### config.mk
export PLATFORM = sky130hd
export DESIGN_NAME = top_k_score_selector_core
export DESIGN_NICKNAME = d
export VERILOG_FILES = /design/src/hdl/tks_pkg.sv /design/src/hdl/tks_cell.sv /design/src/hdl/tks_regs.sv /design/src/hdl/top_k_score_selector_core.sv
export SDC_FILE = /design/constraint.sdc
export NUM_CORES = 2
export LEC_CHECK = 0
export ABC_AREA = 1
export BUFFER_PORTS_ARGS = -buffer_cell sky130_fd_sc_hd__buf_2
export CAP_MARGIN = 20
export CORE_MARGIN = 4
export CORE_UTILIZATION = 30
export DETAILED_ROUTE_END_ITERATION = 7
export SYNTH_ARGS = -nofsm -noshare
export SYNTH_HDL_FRONTEND = slang
export SYNTH_HIERARCHICAL = 1
export SYNTH_SLANG_ARGS = --single-unit
### constraint.sdc
create_clock -name clk_i -period 7 [get_ports clk_i]
set_input_delay 0.7 -clock clk_i [delete_from_list [all_inputs] [get_ports clk_i]]
set_output_delay 0.7 -clock clk_i [all_outputs]
set_load 0.02 [all_outputs]
### src/hdl/tks_pkg.sv
`default_nettype none

package tks_pkg;

  // Fixed field widths of the stream payloads.
  localparam int unsigned SCORE_W = 32;
  localparam int unsigned IDX_W   = 10;
  localparam int unsigned TC_W    = 5;

  // Default sizing of the block.
  localparam int unsigned TOP_MAX_DEF   = 16;
  localparam int unsigned MAX_ITEMS_DEF = 1024;

  // Reset value of the top_count register.
  localparam logic [TC_W-1:0] TOP_COUNT_RST = TC_W'(5);

  // Register indexes on the configuration port.
  localparam logic REG_TOP_COUNT = 1'b0;

  typedef struct packed {
    logic signed [SCORE_W-1:0] score;
    logic                      last_score;
  } tks_in_t;

  typedef struct packed {
    logic [IDX_W-1:0]          class_index;
    logic signed [SCORE_W-1:0] best_score;
    logic                      rank_last;
    logic                      overflow;
  } tks_out_t;

  // One kept entry of the sorted row.
  typedef struct packed {
    logic signed [SCORE_W-1:0] score;
    logic [IDX_W-1:0]          idx;
  } tks_entry_t;

  // Row-wide command shared by all cells.
  typedef struct packed {
    logic insert;
    logic shift;
  } tks_cell_ctl_t;

  typedef enum logic {
    ST_COLLECT,
    ST_DRAIN
  } tks_state_e;

endpackage

`default_nettype wire

### src/hdl/tks_cell.sv
`default_nettype none

module tks_cell
  import tks_pkg::*;
(
  input  wire logic          clk_i,
  input  wire tks_cell_ctl_t ctl_i,
  input  wire logic          occupied_i,
  input  wire tks_entry_t    new_i,
  input  wire tks_entry_t    left_i,
  input  wire logic          left_take_i,
  input  wire tks_entry_t    right_i,
  output tks_entry_t         entry_o,
  output logic               take_o
);

  tks_entry_t entry_q, entry_d;

  // The new score belongs at or above this slot when the slot is empty or
  // holds a strictly lower score; equal scores keep the earlier index first.
  assign take_o = ~occupied_i | (new_i.score > entry_q.score);

  // On insert a slot either takes its left neighbor's entry (shift down),
  // takes the new entry, or holds. On drain it takes its right neighbor's.
  always_comb begin
    entry_d = entry_q;
    if (ctl_i.insert) begin
      if (left_take_i) begin
        entry_d = left_i;
      end else if (take_o) begin
        entry_d = new_i;
      end
    end else if (ctl_i.shift) begin
      entry_d = right_i;
    end
  end

  always_ff @(posedge clk_i) begin
    entry_q <= entry_d;
  end

  assign entry_o = entry_q;

endmodule

`default_nettype wire

### src/hdl/tks_regs.sv
`default_nettype none

module tks_regs
  import tks_pkg::*;
(
  input  wire logic            clk_i,
  input  wire logic            rst_ni,
  input  wire logic            psel,
  input  wire logic            penable,
  input  wire logic            pwrite,
  input  wire logic [2:0]      paddr,
  input  wire logic [31:0]     pwdata,
  output logic [31:0]          prdata,
  output logic                 pready,
  output logic [TC_W-1:0]      top_count_o
);

  logic [TC_W-1:0] top_count_q;
  logic            wr_en;

  assign pready = 1'b1;
  assign wr_en  = psel & penable & pwrite & (paddr[2] == REG_TOP_COUNT);

  // Register write on the access cycle of a transfer.
  always_ff @(posedge clk_i or negedge rst_ni) begin
    if (!rst_ni) begin
      top_count_q <= TOP_COUNT_RST;
    end else if (wr_en) begin
      top_count_q <= pwdata[TC_W-1:0];
    end
  end

  // Read data; addresses past the register list read as zero.
  always_comb begin
    prdata = '0;
    if (paddr[2] == REG_TOP_COUNT) begin
      prdata = 32'(top_count_q);
    end
  end

  assign top_count_o = top_count_q;

endmodule

`default_nettype wire

### src/hdl/top_k_score_selector_core.sv
`default_nettype none

// Channel  | Direction | Handshake               | Payload
// ---------+-----------+-------------------------+----------------------------------
// in       | input     | in_valid_i / in_ready_o | tks_in_t  (score, last_score)
// out      | output    | out_valid_o/out_ready_i | tks_out_t (index, score, flags)
// apb      | input     | psel/penable/pready     | top_count at byte address 0
//
// While collecting, one score is taken per cycle and, up to MAX_ITEMS per
// vector, inserted into a row of TOP_MAX compare-and-shift cells in that same cycle.
// After the transfer of the score flagged last, input stalls while the row
// shifts out toward cell 0, one result per output transfer: a vector of N kept
// scores gives k = min(top_count, N, TOP_MAX) results, a top_count of 0 counting as 1.
// Output stalls simply hold the row. Reset empties the row through the
// item count; no clearing pass is needed.

module top_k_score_selector_core
  import tks_pkg::*;
#(
  parameter int unsigned TOP_MAX   = TOP_MAX_DEF,
  parameter int unsigned MAX_ITEMS = MAX_ITEMS_DEF
) (
  input  wire logic        clk_i,
  input  wire logic        rst_ni,
  input  wire logic        in_valid_i,
  output logic             in_ready_o,
  input  wire tks_in_t     in_data_i,
  output logic             out_valid_o,
  input  wire logic        out_ready_i,
  output tks_out_t         out_data_o,
  input  wire logic        psel,
  input  wire logic        penable,
  input  wire logic        pwrite,
  input  wire logic [2:0]  paddr,
  input  wire logic [31:0] pwdata,
  output logic [31:0]      prdata,
  output logic             pready
);

  localparam int unsigned CntW    = $clog2(MAX_ITEMS + 1);
  localparam int unsigned CntExtW = (CntW > IDX_W) ? CntW : IDX_W;
  localparam int unsigned KW      = $clog2(TOP_MAX + 1);

  tks_state_e     state_q, state_d;
  logic [CntW-1:0] count_q;
  logic            ovf_seen_q;
  logic [KW-1:0]   remain_q;
  logic            drain_ovf_q;

  logic [TC_W-1:0]  top_count;
  logic             in_fire, out_fire, full;
  logic [KW-1:0]    k_run;
  logic [CntExtW-1:0] count_ext;
  tks_cell_ctl_t    ctl;
  tks_entry_t       new_entry;

  tks_entry_t entries   [TOP_MAX];
  tks_entry_t left_ent  [TOP_MAX];
  tks_entry_t right_ent [TOP_MAX];
  logic       takes     [TOP_MAX];
  logic       left_take [TOP_MAX];
  logic       occupied  [TOP_MAX];

  tks_regs u_regs (
    .clk_i       (clk_i),
    .rst_ni      (rst_ni),
    .psel        (psel),
    .penable     (penable),
    .pwrite      (pwrite),
    .paddr       (paddr),
    .pwdata      (pwdata),
    .prdata      (prdata),
    .pready      (pready),
    .top_count_o (top_count)
  );

  assign in_fire  = in_valid_i & in_ready_o;
  assign out_fire = out_valid_o & out_ready_i;
  assign full     = (count_q == CntW'(MAX_ITEMS));

  // The arrival index is the current count; only its low bits are kept.
  assign count_ext       = CntExtW'(count_q);
  assign new_entry.score = in_data_i.score;
  assign new_entry.idx   = count_ext[IDX_W-1:0];

  assign ctl.insert = in_fire & ~full;
  assign ctl.shift  = out_fire;

  // Row of cells, best entry in cell 0.
  for (genvar i = 0; i < TOP_MAX; i++) begin : g_row
    assign occupied[i] = (int'(count_q) > i);

    if (i == 0) begin : g_head
      assign left_ent[i]  = new_entry;
      assign left_take[i] = 1'b0;
    end else begin : g_body
      assign left_ent[i]  = entries[i-1];
      assign left_take[i] = takes[i-1];
    end

    if (i == TOP_MAX - 1) begin : g_tail
      assign right_ent[i] = entries[i];
    end else begin : g_mid
      assign right_ent[i] = entries[i+1];
    end

    tks_cell u_cell (
      .clk_i       (clk_i),
      .ctl_i       (ctl),
      .occupied_i  (occupied[i]),
      .new_i       (new_entry),
      .left_i      (left_ent[i]),
      .left_take_i (left_take[i]),
      .right_i     (right_ent[i]),
      .entry_o     (entries[i]),
      .take_o      (takes[i])
    );
  end

  // Number of results for the vector that ends with this transfer.
  always_comb begin
    int unsigned cnt_after;
    int unsigned have;
    int unsigned want;
    int unsigned k;
    cnt_after = full ? MAX_ITEMS : int'(count_q) + 1;
    have      = (cnt_after < TOP_MAX) ? cnt_after : TOP_MAX;
    if (top_count == '0) begin
      want = 1;
    end else if (int'(top_count) > TOP_MAX) begin
      want = TOP_MAX;
    end else begin
      want = int'(top_count);
    end
    k     = (want < have) ? want : have;
    k_run = KW'(k);
  end

  // Next state.
  always_comb begin
    state_d = state_q;
    unique case (state_q)
      ST_COLLECT: begin
        if (in_fire && in_data_i.last_score) begin
          state_d = ST_DRAIN;
        end
      end
      ST_DRAIN: begin
        if (out_fire && (remain_q == KW'(1))) begin
          state_d = ST_COLLECT;
        end
      end
      default: state_d = ST_COLLECT;
    endcase
  end

  // Handshake outputs.
  always_comb begin
    in_ready_o  = 1'b0;
    out_valid_o = 1'b0;
    unique case (state_q)
      ST_COLLECT: in_ready_o  = 1'b1;
      ST_DRAIN:   out_valid_o = 1'b1;
      default: begin
        in_ready_o  = 1'b0;
        out_valid_o = 1'b0;
      end
    endcase
  end

  // Vector bookkeeping and drain counter.
  always_ff @(posedge clk_i or negedge rst_ni) begin
    if (!rst_ni) begin
      state_q     <= ST_COLLECT;
      count_q     <= '0;
      ovf_seen_q  <= 1'b0;
      remain_q    <= '0;
      drain_ovf_q <= 1'b0;
    end else begin
      state_q <= state_d;
      if (in_fire) begin
        if (in_data_i.last_score) begin
          count_q     <= '0;
          ovf_seen_q  <= 1'b0;
          remain_q    <= k_run;
          drain_ovf_q <= ovf_seen_q | full;
        end else if (full) begin
          ovf_seen_q <= 1'b1;
        end else begin
          count_q <= count_q + CntW'(1);
        end
      end else if (out_fire) begin
        remain_q <= remain_q - KW'(1);
      end
    end
  end

  // Result comes straight from the head cell.
  assign out_data_o.class_index = entries[0].idx;
  assign out_data_o.best_score  = entries[0].score;
  assign out_data_o.rank_last   = (remain_q == KW'(1));
  assign out_data_o.overflow    = drain_ovf_q;

endmodule

`default_nettype wire

Word level (Yosys, flattened, before mapping):

Cells that the tools add are included.

* register bits after elaboration: 696
* bits of input ports: 75
* output and inout bits: 79
* word-level logic and storage cells: 243

* bitwise gates (word level): 42
* mux-type cells: 79
* magnitude comparators: 35
* eq/ne operators: 19
* add/subtract/negate cells: 3
* reductions and logical operators: 27

Operators by type and width (number)
* 42-bit two-way mux: 61
* 32-bit > comparator: 16
* 11-bit by 4-bit > comparator with 1-bit output, second input constant: 8
* 11-bit by 3-bit > comparator with 1-bit output, second input constant: 4
* 3-bit by 1-bit != test with 1-bit output, second input constant: 14
* 2-bit AND reduction: 20
* 5-bit two-way mux: 7
* 32-bit by 12-bit less-than comparator with 1-bit output: 1
* 12-bit two-way mux: 2
* 11-bit by 1-bit > comparator with 1-bit output, second input constant: 2
* 11-bit by 2-bit > comparator with 1-bit output, second input constant: 2
* 11-bit two-way mux: 2
* 1-bit NOT: 19
* 1-bit OR: 17
* 11-bit by 1-bit adder with 12-bit output, second input constant: 1
* 12-bit by 5-bit less-than comparator with 1-bit output, second input constant: 1
* 11-bit by 1-bit adder with 11-bit output, second input constant: 1
* 11-bit == test, second input constant: 1
* 2-bit nonzero test: 4
* 1-bit bitwise AND: 6
* 1-bit two-way mux: 6
* 5-bit by 1-bit == test with 1-bit output, second input constant: 1
* 5-bit > comparator, second input constant: 1
* 5-bit logical NOT: 1
* 5 further kinds: 7

Logic depth before layout (Yosys ltp):

* depth in word-level cells: 8
* gate-level depth with buffers: 21
* depth with buffers taken out: 20

By module:

The synthesis kept the hierarchy.

By module, submodules not included
* tks_cell: cells each 378, sequential area each 1261.2 µm², instances 16, area each 3004.1 µm²
* top_k_score_selector_core: cells each 251, sequential area each 475.5 µm², instances 1, area each 1709.1 µm²
* tks_regs: cells each 65, sequential area each 127.6 µm², instances 1, area each 479.2 µm²

Least setup slack after synthesis:

OpenSTA, ideal clock, no wires.

* path kind: reg-to-reg
* start: reg count_q[0], in the netlist count_ext[0]
* end: reg g_row[2].u_cell.entry_q, in the netlist g_row[2].u_cell/entry_o[0] (enable)
* clock period less this slack: 6.945 ns
* path slack: 0.055 ns
* data required time: 6.553 ns
* data arrival time: 6.498 ns
* stages on the path, launching flop included: 11
* cells stage by stage: dfrtp_1 inv_1 ha_1 nand3_1 nor3_1 nor2_1 clkinv_1 nor2_1 nand3_2 nand2_1 inv_1

RTL lines
* start, declared: line top_k_score_selector_core.sv:45 `logic [CntW-1:0] count_q;`
* start signal, assigned: line top_k_score_selector_core.sv:190 `count_q <= count_q + CntW'(1);`
* end signal, assigned: line tks_cell.sv:39 `entry_q <= entry_d;`
* end, declared: line tks_cell.sv:17 `tks_entry_t entry_q, entry_d;`

==> flow_summary.ini <==
[place]
port_buffers = 96
hpwl_um = 108000
gp_congestion = 0.856
dp_slack_ps = 2140

[timing]
finalCritPeriodShare = 0.694
rsz0062_at_grt = false
hold_ws_ps = 45.4
worst_pin_slew_ps = 1080
finalClockSkew_ps = 30.6
slew_violations = 0
setup_viol = 0
fin_tns_setup_ps = 0
worst_slack_ps = 2140
relSlewSlack = 0.278
fin_crit_ps = 4860
clock.fmax_ghz = 0.206
hold_viol = 0

[grt]
grt_overflow_total = 0
grt_max_degree = 178
antenna_found_initial = 7
gr-usage-all-layers = 0.165
grt_pass1_wl_um = 237000
grt_pass1_vias = 43800

[floorplanning]
row_count = 149
die_area_um2 = 174000
initial_core_util = 0.303
die_w_um = 417
core_um2 = 166000
die_h_um = 417
io_pins = 154

[detailed_routing]
dr.pass1.iters = 5
ant_nets = 0
remaining_drc_errors = 0
drtIter0Drc = 3734
drt_wl_total_um = 149000
avgViaCountPerCell = 5.11
wire_per_inst_um = 17.3
vias = 44100

[worst_setup_path]
cp_slowest_cell = dfrtp_1
crit_type = reg2reg
worstPathCellList = inv_1, ha_1, nand3_1, nor3_1, nor2_4, buf_12, buf_4, buf_4, o21ai_0, o21ai_0
crit_required_ps = 7490
reg2reg_depth = 10
end_kind = flip-flop
critPathMaxFanout = 95
cpPeakStageDelay_ps = 950
startpoint_type = flip-flop
regToRegSetupSlack_ps = 2140
worst_ep_arrival_time_ps = 5350
reg2reg_from = count_ext[0]$_DFFE_PN0P_
reg2reg_to = g_row[5].u_cell/entry_o[27]$_DFFE_PP_

[clock_tree]
clkSinkCount = 696
cts_tree = yes
clk_latency_ps = 670
htree_levels = 3
cts_buffer_depth = 3
cts_hold_buf = 0
clkTransAtPathRegs_ps = 60
ctsResizeCount = 0
cts-root-buf = clkbuf_16
cts_made_buffers = 84
cts_setup_buffers = 0

[layout]
multi_input_area_um2 = 25500
final_core_util = 0.337
final_layout_size_suffix_gt1_frac = 0.0897
nets = 6969
fillCellCount = 17100
area_delta_synth_final_pct = 11.3
antennaDiodeCount = 0
regArea_um2 = 20800

[power_and_ir_drop]
power_density_nw_per_um2 = 404
leakage_nw = 24.8
ir_drop_mv = 0.219

[min_path]
hold_path.class = in2async

[logic_synthesis]
syn_inst = 6363
yosysWarnings = 6
syn_area_um2 = 50300
syn_avg_cell_area_um2 = 7.90

[run]
maxCapViolations = 0

[run_status]
status = complete, no violations
cell type report:
type | count | area share
clock buffer | 100 | 0.0396
tap | 2189 | 0.0490
multi-input combinational | 4651 | 0.455
inverter | 737 | 0.0502
timing repair buffer | 202 | 0.0239
sequential | 696 | 0.372
clock inverter | 56 | 0.0101
how the worst max path moves through the flow:
stage | cells past startpoint | slack [ps] | end | startpoint
6_report | 10 | 2140 | g_row[5].u_cell/entry_o[27]$_DFFE_PP_ | count_ext[0]$_DFFE_PN0P_
5_1_grt | 10 | 1890 | g_row[4].u_cell/entry_o[38]$_DFFE_PP_ | count_ext[0]$_DFFE_PN0P_
4_1_cts | 10 | 2190 | g_row[5].u_cell/entry_o[27]$_DFFE_PP_ | count_ext[0]$_DFFE_PN0P_
3_5_place_dp | 18 | 2140 | g_row[10].u_cell/entry_o[37]$_DFFE_PP_ | in_data_i[28]
3_3_place_gp | 17 | 2180 | g_row[1].u_cell/entry_o[35]$_DFFE_PP_ | in_data_i[28]
2_1_floorplan | 10 | 60 | g_row[2].u_cell/entry_o[0]$_DFFE_PP_ | count_ext[0]$_DFFE_PN0P_
layout by cell type (no fill, tap or decap), drive strengths merged, types with 97 or more instances in the layout:
cell type / n
o21ai: 1399
nand2: 1354
nor2: 868
inv: 705
edfxtp: 672
ha: 522
a21oi: 235
buf: 202
clkbuf: 100
nand3: 97
routing by layer:
layer / global-route usage / up-vias / wire length [um]
met5: 0 / - / 0
met4: 0.0471 / 0 / 3370
met3: 0.0162 / 222 / 7390
met2: 0.285 / 1212 / 72400
met1: 0.219 / 21400 / 66100
li1: - / 21300 / -
report_power, final:
group	internal [mW]	total, mW	leakage, nW	switching (mW)
combinational	3.10	9.67	16.5	6.57
sequential	6.96	8.38	6.88	1.41
clock	2.64	4.53	1.36	1.90
flip-flops by register name, indices dropped and copies added (netlist names):
register,count
count_ext,11
drain_ovf_q,1
g_row.u_cell/entry_o,672
ovf_seen_q,1
remain_q,5
state_q,1
u_regs/top_count_o,5
stage by stage:
step	instance area [um^2]	std cells	power [mW]
floorplan	50300	6389	14.8
CTS	55900	8629	22.6
global placement	53100	8473	17.7
finish	55900	8631	22.6
detailed placement	53100	8473	18.0
global route	55900	8631	24.4
worst max-delay path, delay by kind of cell, from the launching register on:
| kind | cells | cell delay [ps] |
|---|---|---|
| fa+ha+maj | 1 | 340 |
| buf+inv | 4 | 2010 |
| compound gates | 2 | 440 |
| flops | 1 | 950 |
| simple gates | 3 | 790 |
(Power assumes the default switching activity.)
